[config.mk]
export PLATFORM = sky130hd
export DESIGN_NAME = tdpid_pid_loop
export DESIGN_NICKNAME = d
export VERILOG_FILES = /design/src/tdpid_pkg.sv /design/src/tdpid_pid_loop.sv
export SDC_FILE = /design/constraint.sdc
export NUM_CORES = 2
export LEC_CHECK = 0
export BUFFER_PORTS_ARGS = -buffer_cell sky130_fd_sc_hd__clkbuf_2
export CAP_MARGIN = 25
export CORE_ASPECT_RATIO = 2
export CORE_MARGIN = 3
export CORE_UTILIZATION = 50
export CTS_CLUSTER_SIZE = 12
export DETAILED_ROUTE_END_ITERATION = 6
export MAX_ROUTING_LAYER = met4
export PLACE_DENSITY = 0.65
export SLEW_MARGIN = 20
export SYNTH_ARGS = -nofsm -noshare
export SYNTH_HDL_FRONTEND = slang
export SYNTH_SLANG_ARGS = --single-unit
[constraint.sdc]
create_clock -name clk -period 8.52 [get_ports clk]
set_clock_uncertainty 0.05 [all_clocks]
set_input_delay 1.704 -clock clk [delete_from_list [all_inputs] [get_ports clk]]
set_output_delay 1.704 -clock clk [all_outputs]
set_load 0.1 [all_outputs]
[src/tdpid_pkg.sv]
// ============================================================================
// tdpid_pkg
// Shared types and constants for the trapezoid profile / dual PID block.
// ============================================================================
package tdpid_pkg;

    localparam int CFG_W       = 16;
    localparam int CFG_IDX_W   = 3;
    localparam int DRIVE_W     = 16;
    localparam int FRAC_SHIFT  = 24;
    localparam int FIFO_DEPTH  = 8;
    localparam int FIFO_PTR_W  = 3;
    localparam int FIFO_CNT_W  = 4;

    typedef enum logic [CFG_IDX_W-1:0] {
        CFG_ACCEL_PER_TICK = 3'd0,
        CFG_ACCEL_TICKS    = 3'd1,
        CFG_CRUISE_TICKS   = 3'd2,
        CFG_DECEL_TICKS    = 3'd3,
        CFG_DIRECTION      = 3'd4,
        CFG_GAIN_P         = 3'd5,
        CFG_GAIN_I         = 3'd6,
        CFG_GAIN_D         = 3'd7
    } cfg_index_t;

    // direction codes: 0 hold, 1 forward, anything with bit 1 set is reverse
    localparam logic [1:0] DIR_HOLD = 2'b00;

    localparam logic [CFG_W-1:0] GAIN_P_RESET = 16'd1024;
    localparam logic [CFG_W-1:0] GAIN_I_RESET = 16'd655;

    typedef struct packed {
        logic [CFG_W-1:0] accel_per_tick;
        logic [CFG_W-1:0] accel_ticks;
        logic [CFG_W-1:0] cruise_ticks;
        logic [CFG_W-1:0] decel_ticks;
        logic [1:0]       direction;
    } profile_cfg_t;

    typedef struct packed {
        logic [CFG_W-1:0] gain_p;
        logic [CFG_W-1:0] gain_i;
        logic [CFG_W-1:0] gain_d;
    } gains_t;

    // control that rides along with a word through the pipeline
    typedef struct packed {
        logic valid;
        logic start;
        logic done;
    } stage_ctl_t;

    typedef struct packed {
        logic signed [DRIVE_W-1:0] drive_left;
        logic signed [DRIVE_W-1:0] drive_right;
        logic                      motion_done;
    } result_t;

endpackage

[src/tdpid_pid_loop.sv]
// ============================================================================
// tdpid_pid_loop
// One PID velocity loop: integrator, products, shift and clip (4 stages).
// ============================================================================
module tdpid_pid_loop #(
    parameter int VEL_WIDTH      = 24,
    parameter int INTEGRAL_WIDTH = 40
) (
    input  logic                          clk,
    input  logic                          rst_n,
    input  tdpid_pkg::stage_ctl_t         ctl_in,
    input  logic signed [VEL_WIDTH:0]     err_in,
    input  tdpid_pkg::gains_t             gains,
    output tdpid_pkg::stage_ctl_t         ctl_out,
    output logic signed [tdpid_pkg::DRIVE_W-1:0] drive
);
    import tdpid_pkg::*;

    localparam int IW   = INTEGRAL_WIDTH;
    localparam int EW   = VEL_WIDTH + 1;
    localparam int DW   = VEL_WIDTH + 2;
    localparam int SW   = ((IW > EW) ? IW : EW) + 1;
    localparam int HI_W = IW - FRAC_SHIFT + 1;
    localparam int P_W  = EW + CFG_W + 1;
    localparam int D_W  = DW + CFG_W + 1;
    localparam int LO_W = FRAC_SHIFT + CFG_W;
    localparam int HP_W = HI_W + CFG_W + 1;
    localparam int FW   = (((D_W + 8) > (LO_W + 1)) ? (D_W + 8) : (LO_W + 1)) + 2;
    localparam int FH_W = FW - FRAC_SHIFT;
    localparam int TW   = ((HP_W > FH_W) ? HP_W : FH_W) + 1;

    localparam logic signed [SW-1:0] ONE_S   = 1;
    localparam logic signed [SW-1:0] INT_MAX = (ONE_S <<< (IW - 1)) - ONE_S;
    localparam logic signed [SW-1:0] INT_MIN = -INT_MAX - ONE_S;
    localparam logic signed [TW-1:0] DRV_MAX = 32767;
    localparam logic signed [TW-1:0] DRV_MIN = -32768;

    // integrator and derivative history
    logic signed [IW-1:0] integ_reg, integ_next;
    logic signed [EW-1:0] prev_reg, prev_next;
    logic signed [SW-1:0] integ_sum;

    stage_ctl_t           s3_ctl_reg, s4_ctl_reg, s5_ctl_reg, s6_ctl_reg;
    logic signed [EW-1:0] s3_e_reg;
    logic signed [DW-1:0] s3_de_reg, de_next;

    logic signed [P_W-1:0]  p_prod_reg;
    logic signed [D_W-1:0]  d_prod_reg;
    logic [LO_W-1:0]        lo_prod_reg;
    logic signed [HP_W-1:0] hi_prod_reg, s5_hi_prod_reg;
    logic signed [FH_W-1:0] frac_hi_reg;
    logic signed [DRIVE_W-1:0] drive_reg, drive_next;

    logic signed [IW:0]     integ_x;
    logic signed [HI_W-1:0] integ_hi;
    logic signed [FW-1:0]   frac_sum;
    logic signed [TW-1:0]   total;

    assign integ_sum = SW'(integ_reg) + SW'(err_in);
    assign de_next   = DW'(err_in) - DW'(prev_reg);

    always_comb
    begin
        integ_next = integ_reg;
        prev_next  = prev_reg;
        if (ctl_in.valid)
        begin
            if (ctl_in.start)
            begin
                integ_next = '0;
                prev_next  = '0;
            end
            else
            begin
                if (integ_sum > INT_MAX)
                    integ_next = INT_MAX[IW-1:0];
                else if (integ_sum < INT_MIN)
                    integ_next = INT_MIN[IW-1:0];
                else
                    integ_next = integ_sum[IW-1:0];
                prev_next = err_in;
            end
        end
    end

    // integrator split: signed high part times gain, 24-bit fraction times gain
    assign integ_x  = (IW+1)'(integ_reg);
    assign integ_hi = $signed(integ_x[IW:FRAC_SHIFT]);

    assign frac_sum = (FW'(p_prod_reg) <<< 8) + (FW'(d_prod_reg) <<< 8)
                    + $signed({{(FW-LO_W){1'b0}}, lo_prod_reg});
    assign total    = TW'(s5_hi_prod_reg) + TW'(frac_hi_reg);

    always_comb
    begin
        if (s5_ctl_reg.start)
            drive_next = '0;
        else if (total > DRV_MAX)
            drive_next = DRV_MAX[DRIVE_W-1:0];
        else if (total < DRV_MIN)
            drive_next = DRV_MIN[DRIVE_W-1:0];
        else
            drive_next = total[DRIVE_W-1:0];
    end

    always_ff @(posedge clk or negedge rst_n)
    begin
        if (!rst_n)
        begin
            integ_reg  <= '0;
            prev_reg   <= '0;
            s3_ctl_reg <= '0;
            s4_ctl_reg <= '0;
            s5_ctl_reg <= '0;
            s6_ctl_reg <= '0;
        end
        else
        begin
            integ_reg  <= integ_next;
            prev_reg   <= prev_next;
            s3_ctl_reg <= ctl_in;
            s4_ctl_reg <= s3_ctl_reg;
            s5_ctl_reg <= s4_ctl_reg;
            s6_ctl_reg <= s5_ctl_reg;
        end
    end

    always_ff @(posedge clk)
    begin
        s3_e_reg       <= err_in;
        s3_de_reg      <= de_next;
        // integ_reg already holds this word's integrator value here
        p_prod_reg     <= $signed({1'b0, gains.gain_p}) * s3_e_reg;
        d_prod_reg     <= $signed({1'b0, gains.gain_d}) * s3_de_reg;
        lo_prod_reg    <= integ_reg[FRAC_SHIFT-1:0] * gains.gain_i;
        hi_prod_reg    <= integ_hi * $signed({1'b0, gains.gain_i});
        frac_hi_reg    <= frac_sum[FW-1:FRAC_SHIFT];
        s5_hi_prod_reg <= hi_prod_reg;
        drive_reg      <= drive_next;
    end

    assign ctl_out = s6_ctl_reg;
    assign drive   = drive_reg;

endmodule

After elaboration in Yosys (flattened, before gate mapping)
Index checks and enable logic that the tools add are counted.

$add $sub $neg: 5. Multiply operators: 4. $lt $le $gt $ge: 4. Mux-type cells: 6. Reduce and logical (&&, ||, !) cells: 1.

Operator list (count): $mux W40 (3); $add A52 B41 Y53 (1); $add A50 B51 Y52 (1); $mul A17 B26 Y43 (1); $mul A17 B25 Y42 (1); $add A40 B25 Y41 (1); $gt A41 B40 Y1 const B (1); $lt A41 B40 Y1 const B (1); $mul A24 B16 Y40 (1); $gt A35 B16 Y1 const B (1); $lt A35 B16 Y1 const B (1); $add A33 B29 Y34 (1); $mul A16 B17 Y33 (1); $sub A25 B25 Y26 (1); $mux W25 (1); $mux W16 (1); $mux W15 (1); $reduce_or A2 Y1 (1).

Register bits: 364. Input bits: 78. Output and inout bits: 19.

Logic depth before layout (Yosys ltp)
Depth after elaboration: 5. Depth in mapped cells: 27.

Least setup slack after synthesis
Ideal clock, no wire load.

Path type: input -> register. Start: in gains[8] (netlist bit). End: reg d_prod_reg[36]. Setup time: 0.082 ns. Data arrival time: 7.842 ns. Data required time: 8.388 ns. Setup slack: 0.546 ns. Stages: 25. Cell sequence: clkbuf_1 clkbuf_1 nand2_1 fa_1 inv_1 fa_1 inv_1 fa_1 inv_1 fa_1 fa_1 inv_1 fa_1 inv_1 ha_1 a21oi_1 o21ai_0 nor2b_1 a2111oi_2 a211o_1 nand4_1 a31oi_1 o21ai_1 a2111o_1 o2111ai_1.

Longest elaborated chain between the ends: 1.

Ends and longest elaborated chain: from (decl) (line tdpid_pid_loop.sv:13) `input tdpid_pkg::gains_t gains,`; $mul A17 B26 Y43 (line tdpid_pid_loop.sv:134) `d_prod_reg <= $signed({1'b0, gains.gain_d}) * s3_de_reg;`; to (signal assigned) (line tdpid_pid_loop.sv:134); to (decl) (line tdpid_pid_loop.sv:48) `logic signed [D_W-1:0] d_prod_reg;`.

Every way passes these cells. A chain may end at the register's enable or synchronous reset.

Worst setup path in the final report
Start: in gains[40] (netlist bit). End: reg p_prod_reg[41].

Longest elaborated chain between the ends: 1.

Ends and longest elaborated chain: $mul A17 B25 Y42 (line tdpid_pid_loop.sv:133) `p_prod_reg <= $signed({1'b0, gains.gain_p}) * s3_e_reg;`; to (signal assigned) (line tdpid_pid_loop.sv:133); to (decl) (line tdpid_pid_loop.sv:47) `logic signed [P_W-1:0] p_prod_reg;`.

Every way passes these cells.

==> metrics.md <==
| Metric | Value |
|---|---|
| TritonCTS Buffers | `40` |
| Final hold vios | `0` |
| Count of cells resized by post-cts repair | `0` |
| Final ANT Viol Nets | `0` |
| Worst skew pair latency | `0.61 ns` |
| Wirelength per Cell | `~21 um` |
| CP arrival | `about 8.3 ns` |
| DP Wirelength | `between 150000 and 200000 um` |
| Clock Pin Slew Worst Setup and Hold Paths | `approximately 0.060 ns` |
| DRT iter0 DRCs | `2381` |
| # rows | `approximately 190` |
| Setup TNS | `0 ns` |
| Largest net degree at the start of global routing | `56` |
| Clock sinks | `~360` |
| Net Count, Synth | `roughly 9000` |
| Gr ovfl total | `0` |
| Horiz. Die Dim | `around 260 um` |
| Most common flop cell mapped by yosys | `dfxtp_1` |
| Min-Delay Path Class | `reg2reg` |
| CP Capture Type | `flip-flop` |
| Final wirelength | `191000 um` |
| Synthesized area per cell | `9.08 um^2` |
| First-pass GRT wire length | `between 300000 and 400000 um` |
| Cell Area, Synth | `65500 um^2` |
| RR Startpoint | `s3_de_reg[9]` |
| # DRC | `0` |
| Height of the chip | `518 um` |
| Crit-path most repeated cell | `fa_1` |
| Slew Viols, Final | `0` |
| Min cycle time layout | `approximately 7.9 ns` |
| # hold bufs at CTS | `0` |
| Post-Syn Instances | `roughly 7200` |
| # Post-CTS Setup Buffers | `0` |
| Core area | `130000 um^2` |
| Reg2reg end | `d_prod_reg[36]` |
| Worst rel slew slack | `~29%` |
| Max FO, Critical Path | `11` |
| Worst Tran Pin Value | `between 1 and 1.5 ns` |
| CP max stage cell | `fa_1` |
| Nets | `between 9000 and 10000` |
| Hold Crit Depth | `0` |
| Max Clk Rate | `roughly 130 MHz` |
| Area Overhead vs Synth | `6.53%` |
| Worst Hold End | `s5_hi_prod_reg[31]` |
| Largest stage delay on the critical path | `between 0.6 and 0.7 ns` |
| Root buf cell | `clkbuf_16` |
| Seq cells post-synth | `between 300 and 400` |
| Seq/Total Area, Yosys | `between 10 and 15%` |
| Final period util | `92.8%` |
| Reg-to-reg slack, setup | `approximately 1.2 ns` |
| Top cell type's share of synthesized area | `about two fifths` |
| CTS Buffer Depth | `3` |
| Boundary Pins | `97` |
| Max reg flops | `43` |
| Worst Min Path Start | `hi_prod_reg[31]` |
| Total of max-cap violations | `0` |
| Outcome | `finished, final reports clean` |
| Crit path launch type | `input port` |
| Crit path kind | `in2reg` |
| Initial antenna violation count | `10` |
| Initial Utilization | `~50%` |
| Die area | `136000 um^2` |
| Post-synth EDFFs | `0` |
| Layout cells sized above 1 | `4.83%` |
| R2r worst-path depth | `21` |
| Vias per Instance | `5.44` |
| Iteration count of the initial detailed-routing pass | `6` |
| PortBufs | `96` |
| H-tree depth | `2` |
| Total number of vias | `slightly below 50000` |
| Worst Path Required | `just under 9 ns` |
| Gr usage total | `a little under a third` |
| Synth cell types | `76` |
| Final setup viols | `0` |
| Placer Congestion | `about 0.95` |
| Synth top area cells | `fa_1 41%, ha_1 11%, inv_1 9.5%` |
| Leading area contributor after synthesis | `fa_1` |
| CTS tree | `done` |
| Ys async rst share | `21.6%` |
| Number of global-route vias before repair | `54738` |
| Synth Warn # | `0` |
| RSZ-0062 raised after global routing | `no` |
==> cell usage after synthesis (15+ instances only) <==
cell         n
inv_1     1663
fa_1      1329
nand2_1   1009
ha_1       591
and2_1     552
dfxtp_1    279
clkbuf_1   265
a21oi_1    219
xnor2_1    162
nor2_1     156
o21ai_0    137
a21o_1      99
dfrtp_1     77
xor2_1      64
nand3_1     56
nor3_1      48
nand2b_1    44
o21bai_1    43
nor2b_1     42
a221o_1     37
o21a_1      37
a211oi_1    28
nand3b_1    27
and3_1      26
a31oi_1     21
nand4_1     21
o211ai_1    20
or3_1       15
==> layout make-up <==
cell class              instances  area [um^2]
multi-input cells            4916        50600
repair buffers                268         1900
clock buffers                  57         1150
well taps                    1701         2130
clock inverters                12          139
fillers                     11916        60100
diodes                         15         37.5
flip-flops and latches        356         7510
inverters                    1663         6240
==> through the flow <==
stage	cell area, um^2	utilization (%)	std cells	hold slack [ns]	setup slack [ns]
floorplan	65500	-	7212	0.260	0.546
global placement	68400	52.7	8902	0.260	0.0902
detailed placement	68400	52.7	8903	0.262	0.0102
CTS	69700	53.7	8972	0.269	0.611
global route	69800	53.7	8988	0.273	0.258
finish	69800	53.7	8988	0.264	0.612
==> cells by family (layout without fill, tap and decap cells) <==
kind of cell / count (synthesis) / after routing / share of synthesized area, %
compound gates: 740 / 740 / 7.51
buf+inv: 1940 / 2000 / 11.2
fa+ha+maj: 1920 / 1920 / 51.9
flops: 356 / 356 / 11.5
other cells: 0 / 15 / 0
xor+xnor: 226 / 226 / 3.02
mux: 5 / 5 / 0.0764
simple gates: 2025 / 2025 / 14.8
==> placed cells by master, fill, tap and decap left out, types with 7 or more instances in the layout <==
cell type	Yosys	layout
a21o_1	99	99
a221o_1	37	37
buf_4	0	162
o2111ai_1	7	7
dfxtp_1	279	279
diode_2	0	15
nor2b_1	42	42
xnor2_1	162	162
xor2_1	64	64
o21bai_1	43	43
and4_1	7	7
o31ai_1	12	12
a211o_1	8	8
dfrtp_1	77	77
nand3b_1	27	27
o31a_1	7	7
nor2_1	156	156
nor4_1	11	11
or3_1	15	15
inv_1	1663	1663
a211oi_1	28	28
nor3_1	48	48
nand3_1	56	56
nand2b_1	44	44
o21ai_0	137	137
clkbuf_2	0	96
a31oi_1	21	21
fa_1	1329	1329
o21a_1	37	37
clkbuf_1	265	10
clkbuf_16	0	41
a21boi_0	7	7
buf_12	0	9
nand2_1	1009	1009
and3_1	26	26
nand4_1	21	21
and2_1	552	552
a21oi_1	219	219
o211ai_1	20	20
ha_1	591	591
==> worst max-delay path by stage <==
stage | start | slack (ns) | endpoint
floorplan | gains[8] | 0.55 | d_prod_reg[36]
global placement | gains[40] | 0.09 | p_prod_reg[41]
detailed placement | gains[18] | 0.01 | lo_prod_reg[39]
CTS | gains[18] | 0.61 | lo_prod_reg[39]
global route | gains[43] | 0.26 | p_prod_reg[41]
finish | gains[40] | 0.61 | p_prod_reg[41]
==> worst max-delay path, delay by kind of cell <==
family | cells | cell delay, ns
adders and majority gates | 7 | 3.37
AOI/OAI and AO/OA | 7 | 1.34
buffers and inverters | 8 | 1.05
and+or+nand+nor | 4 | 0.70
xor gates and xnor gates | 1 | 0.12
==> metal layers <==
metal | wire [um] | up-vias | global-route usage (%)
li1 | - | 21775 | -
met1 | 60500 | 25038 | 28.5
met2 | 105000 | 1415 | 55.3
met3 | 7480 | 690 | 3.44
met4 | 17800 | 0 | 21.6
met5 | 0 | - | -
Power is not shown: default switching activity piles up to over one toggle a cycle in this logic, so the estimate is an artifact.
