--- src/tdpid_pkg.sv ---
// ============================================================================
// tdpid_pkg
// Shared types and constants for the trapezoid profile / dual PID block.
// ============================================================================
package tdpid_pkg;

    localparam int CFG_W       = 16;
    localparam int CFG_IDX_W   = 3;
    localparam int DRIVE_W     = 16;
    localparam int FRAC_SHIFT  = 24;
    localparam int FIFO_DEPTH  = 8;
    localparam int FIFO_PTR_W  = 3;
    localparam int FIFO_CNT_W  = 4;

    typedef enum logic [CFG_IDX_W-1:0] {
        CFG_ACCEL_PER_TICK = 3'd0,
        CFG_ACCEL_TICKS    = 3'd1,
        CFG_CRUISE_TICKS   = 3'd2,
        CFG_DECEL_TICKS    = 3'd3,
        CFG_DIRECTION      = 3'd4,
        CFG_GAIN_P         = 3'd5,
        CFG_GAIN_I         = 3'd6,
        CFG_GAIN_D         = 3'd7
    } cfg_index_t;

    // direction codes: 0 hold, 1 forward, anything with bit 1 set is reverse
    localparam logic [1:0] DIR_HOLD = 2'b00;

    localparam logic [CFG_W-1:0] GAIN_P_RESET = 16'd1024;
    localparam logic [CFG_W-1:0] GAIN_I_RESET = 16'd655;

    typedef struct packed {
        logic [CFG_W-1:0] accel_per_tick;
        logic [CFG_W-1:0] accel_ticks;
        logic [CFG_W-1:0] cruise_ticks;
        logic [CFG_W-1:0] decel_ticks;
        logic [1:0]       direction;
    } profile_cfg_t;

    typedef struct packed {
        logic [CFG_W-1:0] gain_p;
        logic [CFG_W-1:0] gain_i;
        logic [CFG_W-1:0] gain_d;
    } gains_t;

    // control that rides along with a word through the pipeline
    typedef struct packed {
        logic valid;
        logic start;
        logic done;
    } stage_ctl_t;

    typedef struct packed {
        logic signed [DRIVE_W-1:0] drive_left;
        logic signed [DRIVE_W-1:0] drive_right;
        logic                      motion_done;
    } result_t;

endpackage

--- src/tdpid_out_fifo.sv ---
// ============================================================================
// tdpid_out_fifo
// Result word queue between the pipeline and the drive channel.
// ============================================================================
module tdpid_out_fifo (
    input  logic                clk,
    input  logic                rst_n,
    input  logic                push,
    input  tdpid_pkg::result_t  push_data,
    input  logic                pop,
    output logic                not_empty,
    output tdpid_pkg::result_t  head
);
    import tdpid_pkg::*;

    result_t               mem [FIFO_DEPTH];
    logic [FIFO_PTR_W-1:0] wr_ptr_reg, rd_ptr_reg;
    logic [FIFO_CNT_W-1:0] count_reg;

    always_ff @(posedge clk or negedge rst_n)
    begin
        if (!rst_n)
        begin
            wr_ptr_reg <= '0;
            rd_ptr_reg <= '0;
            count_reg  <= '0;
        end
        else
        begin
            if (push)
                wr_ptr_reg <= wr_ptr_reg + 1'b1;
            if (pop)
                rd_ptr_reg <= rd_ptr_reg + 1'b1;
            count_reg <= count_reg + FIFO_CNT_W'(push) - FIFO_CNT_W'(pop);
        end
    end

    always_ff @(posedge clk)
    begin
        if (push)
            mem[wr_ptr_reg] <= push_data;
    end

    assign not_empty = (count_reg != '0);
    assign head      = mem[rd_ptr_reg];

endmodule

--- config.mk ---
export PLATFORM = sky130hd
export DESIGN_NAME = tdpid_out_fifo
export DESIGN_NICKNAME = d
export VERILOG_FILES = /design/src/tdpid_pkg.sv /design/src/tdpid_out_fifo.sv
export SDC_FILE = /design/constraint.sdc
export NUM_CORES = 1
export LEC_CHECK = 0
export BUFFER_PORTS_ARGS = -buffer_cell sky130_fd_sc_hd__buf_2
export CAP_MARGIN = 20
export CELL_PAD_IN_SITES_DETAIL_PLACEMENT = 1
export CELL_PAD_IN_SITES_GLOBAL_PLACEMENT = 1
export CORE_ASPECT_RATIO = 0.75
export CORE_MARGIN = 2
export CORE_UTILIZATION = 29
export DETAILED_ROUTE_END_ITERATION = 8
export PLACE_DENSITY = 0.49
export SLEW_MARGIN = 5
export SYNTH_ARGS = -nofsm -noshare
export SYNTH_HDL_FRONTEND = slang
export SYNTH_SLANG_ARGS = --single-unit
--- constraint.sdc ---
create_clock -name clk -period 4.4 [get_ports clk]
set_clock_uncertainty 0.2 [all_clocks]
set_input_delay 0.66 -clock clk [delete_from_list [all_inputs] [get_ports clk]]
set_output_delay 0.66 -clock clk [all_outputs]
set_load 0.03 [all_outputs]
Yosys cells after proc, flatten, opt, wreduce, memory -nomap -nowiden. Memories as Yosys holds them, arrays and structs flattened. Index checks and enable logic that the tools add are counted.

$add $sub $neg: 4. Multipliers: 0. Divide/modulo/power cells: 0. Magnitude comparators: 0. Eq/ne operators: 0. Shifts and indexed selects: 0. Mux-type cells: 2. Bitwise logic cells: 0. Reductions and logical operators: 1.

Operator list (number): 3-bit by 1-bit adder with 3-bit output (second input constant) (2); 4-bit by 1-bit adder with 4-bit output (1); 4-bit nonzero test (1); 4-bit by 1-bit subtractor with 4-bit output (1); 1-bit 2-to-1 mux (2).

Bits in registers: 10. Bits in latches: 0. Bits in writable memories: 264. ROM bits: 0. Input bits: 37. Output and inout port bits: 34. Logic and storage cells: 11. Memories kept: 1.

Memory list: mem (depth 8, bits a word 33, rd ports 1, clocked after Yosys merged registers in 0, write ports 1, RTL line tdpid_out_fifo.sv:16) `result_t mem [FIFO_DEPTH];`.

Logic depth before layout (Yosys ltp). Gate-level depths: netlist of run 1.

Word-level depth: 2. Mapped depth: 7. Gate-level depth less buffers: 7.

Least setup slack after synthesis of run 1. No wires, ideal clock.

Path kind: in2reg. Start: input port push. End: memory mem[0][0] (netlist name) (enable). Library setup time: 464 ps. Arrival time: 3027 ps. Required time: 3736 ps. Slack: 709 ps. Stages on the path: 2. Buffers on the path: 0. Path through: nand2b_1 > nor3_1.

Longest elaborated chain between the ends: 2.

RTL lines: from (decl) (RTL line tdpid_out_fifo.sv:8) `input logic push,`; 1-bit 2-to-1 mux (RTL line tdpid_out_fifo.sv:40) `if (push)`; 1-bit 2-to-1 mux (not written as such) (RTL line tdpid_out_fifo.sv:41) `mem[wr_ptr_reg] <= push_data;`; to (decl) (RTL line tdpid_out_fifo.sv:16).

No other way between the ends.

==> results of run 1 <==
==> stage by stage <==
step	total power [W]	util, %	worst slack, ns	hold slack (ns)	cells
3_3_place_gp	0.00658	32.1	1.20	0.343	963
5_1_grt	0.00920	34.6	0.485	0.179	1013
2_1_floorplan	0.00577	-	0.709	0.164	434
3_5_place_dp	0.00664	32.1	1.18	0.354	963
6_report	0.00874	34.6	0.695	0.189	1013
4_1_cts	0.00894	34.6	0.582	0.161	1013
==> cell usage after synthesis (all sizes together) (2+ instances only) <==
library cell | instances | area (um2)
clkbuf | 3 | 11.3
nand2 | 4 | 15.0
buf | 16 | 140
xor2 | 3 | 26.3
nand2b | 3 | 18.8
inv | 8 | 30.0
mux4 | 66 | 1490
edfxtp | 264 | 7930
dfrtp | 10 | 250
nor2 | 6 | 22.5
nor3 | 2 | 10.0
ha | 7 | 87.6
mux2 | 35 | 480
xnor2 | 3 | 26.3
==> worst max path at each step <==
stage,slack [ns],from,endpoint
floorplan,0.71,push,mem[0][0]
global placement,1.20,rd_ptr_reg[0],head[24]
detailed placement,1.18,rd_ptr_reg[0],head[19]
CTS,0.58,rd_ptr_reg[0],head[19]
global route,0.49,rd_ptr_reg[0],head[19]
finish,0.70,rd_ptr_reg[0],head[19]
==> layout make-up <==
class	count	area, um2	share of cell area [%]
clock buffer	33	741	5.97
clock inverter	16	125	1.01
inverter	8	30.0	0.242
multi-input combinational	133	2270	18.3
sequential	274	8190	66.0
tap	465	582	4.69
timing repair buffer	84	470	3.79
==> layer usage <==
| layer | GRT usage [%] | wire (um) | vias up |
|---|---|---|---|
| li1 | - | - | 2013 |
| met1 | 16.5 | 10100 | 2517 |
| met2 | 20.6 | 11300 | 92 |
| met3 | 2.79 | 991 | 36 |
| met4 | 2.51 | 434 | 2 |
| met5 | 0 | 11 | - |
==> power by group <==
| group | internal, W | total, W | switching, W |
|---|---|---|---|
| clock | 0.00131 | 0.00227 | 0.000963 |
| sequential | 0.00329 | 0.00367 | 0.000372 |
| combinational | 0.00130 | 0.00280 | 0.00151 |
| total | 0.00590 | 0.00874 | 0.00284 |
==> critical path, cell delays in order (launching register included) <==
cell and delay (ns):
dfrtp_4 0.80, buf_4 0.45, mux4_2 0.58, mux2_4 0.27, buf_2 0.19
==> cells by family (layout without fill, tap and decap cells) <==
logic type	count (synthesis)	after routing	share of synthesized area (%)
flip-flops	274	274	77.4
multiplexers	101	101	18.6
buffers and inverters	27	141	1.72
AND/OR/NAND/NOR	16	16	0.675
adder cells (fa/ha/maj)	8	8	1.02
XOR/XNOR	6	6	0.497
AO/OA/AOI/OAI	2	2	0.118
==> run_results.csv, run 1 <==
group,metric,value,unit
final_layout,nFillCells,3517,
yosys,yosysSeqAreaShare,77.4,%
pwr,leakagePower,4.10,nW
clock_network,cts_made_buffers,28,
sta,setup_viol,0,
critical_path,r2r_end,"mem[3][7]",
sta,tightest_slew,1.07,ns
yosys,synthArstFlopShare,3.65,%
yosys,syn_avg_cell_area,24.4,um2
critical_path,rrSetupSlack,2.21,ns
hold_path,whs_path_depth,1,
global_route,antenna_found_initial,1,
clock_network,post_cts_buffers,0,
global_route,grt_pass1_vias,5282,
floorplanning,core-area,35900,um2
routing,avgRoutedWirePerCell,22.6,um
critical_path,crit_path_start_kind,"register",
final_layout,nNetsFinal,574,
pwr,peakVddDrop,0.000325,V
place,placed_area,11500,um2
job,cap_violations,0,
place,dp_hpwl,12600,um
sta,hold_viol_final,0,
outcome,status,"completed",
floorplanning,boundaryPins,71,
sta,min_period,3.70,ns
global_route,grt_overflow_total,0,
final_layout,largest_reg_flops,264,
sta,period_share,84.2,%
floorplanning,start_util,29.5,%
yosys,syn_area,10600,um2
hold_path,hold_end,"mem[6][12]",
sta,maxSlewHeadroom,28.8,%
sta,fmax,270,MHz
critical_path,criticalPathCategory,"register to output port",
pwr,power_density,705,nW/um2
routing,drc_errors,0,
floorplanning,dieHeight,169,um
routing,first_pass_iters,4,
place,io_buffer_count,70,
place,gpl.final_weighted_congestion,0.647,
yosys,synth_edf_count,264,
sta,rsz0062_at_grt,"no",
global_route,grt_max_degree,68,
routing,first_iter_violations,292,
global_route,grt_pass1_wl,34600,um
clock_network,clk_path_buf_depth,3,
final_layout,antennaDiodeCount,0,
floorplanning,die_w,224,um
yosys,ys_types,22,
clock_network,clk_latency,0.54,ns
yosys,yosys_warnings,0,
sta,finalSetupTns,0,ns
routing,vias,4660,
critical_path,arrival,2.84,ns
clock_network,cts_hold_buf,1,
final_layout,layout_common_cells,"edfxtp_1, buf_2, mux4_2",
sta,finalMaxSlewViolations,0,
clock_network,ctsResizeCount,0,
floorplanning,dieArea,38000,um2
hold_path,hp-class,"input port to register",
final_layout,syn_to_final_growth,17.3,%
yosys,synth_nets,479,
routing,postRouteAntennaNets,0,
critical_path,cp_max_fo,27,
critical_path,reg2reg_from,"wr_ptr_reg[2]",
clock_network,clkTransAtPathRegs,0.06,ns
routing,via_per_inst,4.60,
critical_path,cp-end-kind,"output port",
routing,drt-total-wl,22900,um
hold_path,hp-start,"push_data[12]",
final_layout,final_cell_area,12400,um2
yosys,synth.ff_latch_count,274,
clock_network,cts_tree,"done",
floorplanning,rows,60,
clock_network,cts_sinks,274,
clock_network,clockRootBuffer,"clkbuf_16",
global_route,track_usage,12.3,%
final_layout,drive_gt1_share,42.5,%
yosys,synth_cells,434,
final_layout,layout_commonest_cell,"edfxtp_1",
critical_path,r2r_cells,3,
critical_path,worstPathRequired,3.54,ns
clock_network,htreeDepth,1,
yosys,ys.flop_type,"edfxtp_1",
(Power assumes the default switching activity.)
==> run 2, diff against run 1 <==
ABC_AREA = 1   (was not set)
PLACE_DENSITY = 0.56   (was 0.49)
clock period = 3 ns   (was 4.4 ns; I/O delays follow)
==> run_results.csv, run 2 <==
group,metric,value,unit
global_route,antenna_found_initial,0,
clock_network,cts_tree,"done",
final_layout,antennaDiodeCount,0,
yosys,yosys_warnings,0,
global_route,track_usage,14.5,%
final_layout,layout_common_cells,"nand2_1, inv_1, edfxtp_1",
outcome,status,"completed",
critical_path,slowest_delay,0.58,ns
routing,via_per_inst,4.23,
clock_network,htreeDepth,1,
yosys,synth_cells,1205,
global_route,grt_max_degree,73,
yosys,yosysSeqAreaShare,67.8,%
floorplanning,dieArea,43300,um2
clock_network,clockRootBuffer,"clkbuf_16",
final_layout,largest_reg_flops,264,
pwr,power_frac_seq,35.7,%
critical_path,cp_max_fo,72,
critical_path,crit_path_start_kind,"register",
sta,tightest_slew,0.447,ns
routing,first_pass_iters,6,
clock_network,clk_latency,0.56,ns
job,cap_violations,0,
clock_network,clk_path_buf_depth,3,
sta,hold_viol_final,0,
pwr,power_switching,0.00549,W
routing,vias,8045,
clock_network,clkTransAtPathRegs,0.06,ns
clock_network,post_cts_buffers,0,
critical_path,worstPathRequired,2.35,ns
sta,fmax,354,MHz
yosys,syn_area,12100,um2
yosys,synth_edf_count,264,
sta,finalSetupTns,0,ns
global_route,grt_overflow_total,0,
place,dp_hpwl,16900,um
floorplanning,core-area,40900,um2
place,io_buffer_count,70,
pwr,p_sw_share,40.2,%
hold_path,hp-class,"input port to asynchronous set/reset pin",
global_route,grt_pass1_wl,48000,um
routing,drt-total-wl,30500,um
yosys,synth.ff_latch_count,274,
clock_network,cts_sinks,274,
final_layout,fin_util,35.3,%
floorplanning,boundaryPins,71,
sta,min_period,2.83,ns
pwr,p_comb_share,38.8,%
yosys,ys.flop_type,"edfxtp_1",
sta,setup_viol,0,
critical_path,rrSetupSlack,1.00,ns
global_route,grt_pass1_vias,8277,
final_layout,layout_commonest_cell,"nand2_1",
critical_path,arrival,2.18,ns
critical_path,crit_chain,"inv_4 > buf_16 > nand2_1 > nand3_1 > nand2_1 > nand2_1 > nand2_1 > buf_2",
yosys,synth_top_area_share,65.7,%
final_layout,nNetsFinal,1363,
pwr,peakVddDrop,0.000592,V
critical_path,criticalPathCategory,"register to output port",
yosys,synthArstFlopShare,3.65,%
critical_path,slowest_stage,"dfrtp_4",
clock_network,cts_made_buffers,30,
final_layout,syn_to_final_growth,19.9,%
final_layout,nFillCells,4595,
critical_path,cp-end-kind,"output port",
pwr,power_frac_clock,25.5,%
pwr,leakagePower,6.58,nW
final_layout,final_cell_area,14500,um2
routing,first_iter_violations,341,
pwr,power_density,943,nW/um2
place,gpl.final_weighted_congestion,0.689,
sta,period_share,94.2,%
pwr,p_int,0.00815,W
place,placed_area,13200,um2
yosys,yosysMostFrequentCell,"nand2_1",
yosys,yosys.area.top_type,"edfxtp_1",
yosys,syn_avg_cell_area,10.0,um2
yosys,ys_types,19,
floorplanning,rows,64,
yosys,yosys-top-cells-area,"edfxtp_1, nand2_1, inv_1",
routing,drc_errors,0,
sta,maxSlewHeadroom,70.2,%
routing,avgRoutedWirePerCell,16.0,um
sta,rsz0062_at_grt,"yes",
routing,postRouteAntennaNets,0,
critical_path,worst_path_most_repeated_cell,"nand2_1",
floorplanning,dieHeight,181,um
yosys,synth_nets,1250,
yosys,synth_commonest_cells,"nand2_1, inv_1, edfxtp_1",
final_layout,drive_gt1_share,11.2,%
floorplanning,start_util,29.5,%
floorplanning,die_w,239,um
sta,finalMaxSlewViolations,0,
-- run 2: logic make-up (layout without fill, tap and decap cells) --
| logic type | after synthesis | in the layout | share of synthesized area [%] |
|---|---|---|---|
| simple gates | 584 | 584 | 19.6 |
| xor+xnor | 5 | 5 | 0.363 |
| compound gates | 3 | 3 | 0.124 |
| flops | 274 | 274 | 67.8 |
| fa+ha+maj | 8 | 8 | 0.892 |
| buf+inv | 331 | 468 | 11.2 |
-- run 2: timing repair --
item / CTS / global route
endpoints found under the hold margin: 278 / 0
gates resized for setup: 0 / 3
hold buffers: 36 / 0
setup endpoints to repair: 0 / 13
-- run 2: path summary, 6_finish.rpt --
| path | to | depth (start not counted) | from |
|---|---|---|---|
| max | head[13] | 8 | rd_ptr_reg[0] |
| min | count_reg[0] | 2 | rst_n |
| max reg2reg | mem[2][13] | 3 | wr_ptr_reg[0] |
| min reg2reg | wr_ptr_reg[0] | 2 | wr_ptr_reg[0] |
| max in group asynchronous | rd_ptr_reg[0] | 2 | rst_n |
| min in group clk | wr_ptr_reg[0] | 2 | wr_ptr_reg[0] |
-- run 2: layer usage --
| layer | vias to the layer above | share of wire [%] | GRT usage (%) |
|---|---|---|---|
| met5 | - | 0 | 0 |
| met1 | 3946 | 48 | 20.0 |
| met3 | 42 | 3.0 | 2.24 |
| li1 | 3962 | - | - |
| met4 | 0 | 1.9 | 3.00 |
| met2 | 95 | 47 | 24.1 |
-- run 2: power by group through the flow --
stage	sequential, W	combinational, W	clock (W)
3_3_place_gp	0.00494	0.00533	0
4_1_cts	0.00487	0.00545	0.00360
6_report	0.00487	0.00529	0.00348
2_1_floorplan	0.00484	0.00372	0
5_1_grt	0.00491	0.00597	0.00371
3_5_place_dp	0.00495	0.00539	0
-- run 2: through the flow --
step | std cells | setup slack [ns] | total power (W) | hold WS [ns]
3_5_place_dp | 1811 | 0.646 | 0.0103 | 0.143
5_1_grt | 1903 | -0.0246 | 0.0146 | 0.107
3_3_place_gp | 1811 | 0.686 | 0.0103 | 0.144
4_1_cts | 1903 | 0.0256 | 0.0139 | 0.0652
2_1_floorplan | 1205 | 0.180 | 0.00856 | -0.0456
6_report | 1903 | 0.173 | 0.0136 | 0.0818
-- run 2: cell type report --
cell class / count / area (um2) / share of cell area [%]
Inverter: 281 / 1060 / 7.31
Sequential cell: 274 / 8180 / 56.6
Timing Repair Buffer: 131 / 1010 / 7.01
Tap cell: 561 / 702 / 4.85
Clock buffer: 47 / 866 / 5.99
Multi-Input combinational cell: 600 / 2590 / 17.9
Clock inverter: 9 / 51.3 / 0.355
-- run 2: worst max-delay path, delay by kind of cell (launching register included) --
family	cells	cell delay [ns]
buffers and inverters	3	0.61
AND/OR/NAND/NOR	5	0.40
flip-flops	1	0.58
==> run 3, diff against run 2 <==
PLACE_DENSITY = 0.54   (was 0.56)
clock period = 3.3 ns   (was 3 ns; I/O delays follow)
==> run_results.csv, run 3 (synthesized netlist as in run 2, its figures left out) <==
group,metric,value,unit
critical_path,cp-end-kind,"output port",
place,gpl.final_weighted_congestion,0.707,
final_layout,layout_common_cells,"nand2_1, inv_1, edfxtp_1",
final_layout,layout_commonest_cell,"nand2_1",
sta,hold_viol_final,0,
routing,postRouteAntennaNets,0,
global_route,grt_overflow_total,0,
final_layout,antennaDiodeCount,0,
floorplanning,start_util,29.5,%
sta,tightest_slew,0.713,ns
clock_network,cts_sinks,274,
routing,drt-total-wl,30800,um
pwr,peakVddDrop,0.000498,V
floorplanning,boundaryPins,71,
sta,finalMaxSlewViolations,0,
floorplanning,rows,64,
sta,finalSetupTns,0,ns
routing,first_pass_iters,4,
routing,avgRoutedWirePerCell,16.4,um
global_route,grt_pass1_vias,8128,
pwr,power,0.0124,W
routing,via_per_inst,4.20,
global_route,antenna_found_initial,1,
sta,period_share,92.0,%
sta,setup_viol,0,
pwr,leakagePower,6.48,nW
place,io_buffer_count,70,
critical_path,worstPathRequired,2.60,ns
sta,rsz0062_at_grt,"no",
routing,route.met2.wl,14200,um
critical_path,crit_path_start_kind,"register",
place,dp_hpwl,17000,um
sta,maxSlewHeadroom,52.2,%
final_layout,nFillCells,4561,
sta,fmax,329,MHz
global_route,grt_pass1_wl,47600,um
routing,maxUsedRoutingLayer,"met5",
final_layout,drive_gt1_share,11.0,%
final_layout,final_cell_area,14200,um2
critical_path,arrival,2.34,ns
final_layout,multi_input_area,2590,um2
hold_path,hp-class,"input port to register",
global_route,grt_max_degree,135,
final_layout,largest_reg_flops,264,
routing,wl_met1,15100,um
routing,first_iter_violations,335,
clock_network,clk_path_buf_depth,3,
outcome,status,"completed",
place,placed_area,13100,um2
floorplanning,core-area,40900,um2
final_layout,seqCellArea,8180,um2
floorplanning,die_w,239,um
global_route,track_usage,14.5,%
clock_network,cts_tree,"done",
routing,met3_length,963,um
pwr,power_density,873,nW/um2
job,cap_violations,0,
floorplanning,dieHeight,181,um
routing,drc_errors,0,
sta,min_period,3.04,ns
final_layout,nNetsFinal,1338,
routing,vias,7890,
clock_network,cts_made_buffers,30,
clock_network,htreeDepth,1,
clock_network,clkTransAtPathRegs,0.06,ns
clock_network,clk_latency,0.56,ns
critical_path,cp_max_fo,28,
critical_path,criticalPathCategory,"register to output port",
floorplanning,dieArea,43300,um2
final_layout,syn_to_final_growth,18.1,%
clock_network,clockRootBuffer,"clkbuf_16",
## run 3: cell types whose count changed in the layout (fill, tap and decap cells not counted), sizes merged
cell	change
dlygate4sd3	-20
clkinv	+11
buf	-5
clkinvlp	-1
bufinv	+2
clkbuf	-12
## run 3: power by group
| group | switching [W] | internal, W | leakage [nW] | total, W |
|---|---|---|---|---|
| clock | 0.00139 | 0.00186 | 0.460 | 0.00325 |
| combinational | 0.00349 | 0.00133 | 3.51 | 0.00482 |
| sequential | 0.000135 | 0.00424 | 2.51 | 0.00437 |
## run 3: layout make-up
| cell class | instances | area share, % |
|---|---|---|
| multi-input combinational | 600 | 18.2 |
| clock buffer | 35 | 5.55 |
| sequential | 274 | 57.5 |
| timing repair buffer | 106 | 5.43 |
| tap | 561 | 4.93 |
| clock inverter | 21 | 1.04 |
| inverter | 281 | 7.42 |
## run 3: worst max-delay path: stages, from the launching register on
cell,delay [ns]
dfrtp_4,0.50
inv_4,0.29
buf_4,0.36
nand2_1,0.10
nand3_1,0.08
nand2_1,0.08
nand2_1,0.10
nand2_1,0.08
buf_2,0.18
## run 3: timing repair
action,CTS,global route
gates resized for setup,0,0
hold buffers,16,0
setup buffers,0,0
endpoints found under the hold margin,106,0
## run 3: layer usage
metal,global-route usage [%],vias to the layer above
met5,0,-
met3,2.24,39
met4,2.68,2
met2,23.9,95
li1,-,3908
met1,20.2,3846
## run 3: through the flow
stage          std cells  hold WS (ns)  util, %  worst slack [ns]
5_1_grt             1878        0.0105     34.8            0.0666
2_1_floorplan       1205     -0.000591        -             0.435
6_report            1878        0.0224     34.8             0.262
3_5_place_dp        1806         0.199     32.1             0.800
4_1_cts             1878     0.0000798     34.8             0.187
3_3_place_gp        1806         0.195     32.1             0.796
## run 3: worst paths after layout
path	startpoint	endpoint	slack, ns	depth (start not counted)
min reg2reg	wr_ptr_reg[0]	wr_ptr_reg[0]	0.35	2
max reg2reg	wr_ptr_reg[0]	mem[6][17]	1.24	3
min in group asynchronous	rst_n	count_reg[3]	0.14	2
min	push_data[20]	mem[2][20]	0.02	1
max in group asynchronous	rst_n	rd_ptr_reg[0]	2.51	2
max	rd_ptr_reg[0]	head[18]	0.26	8
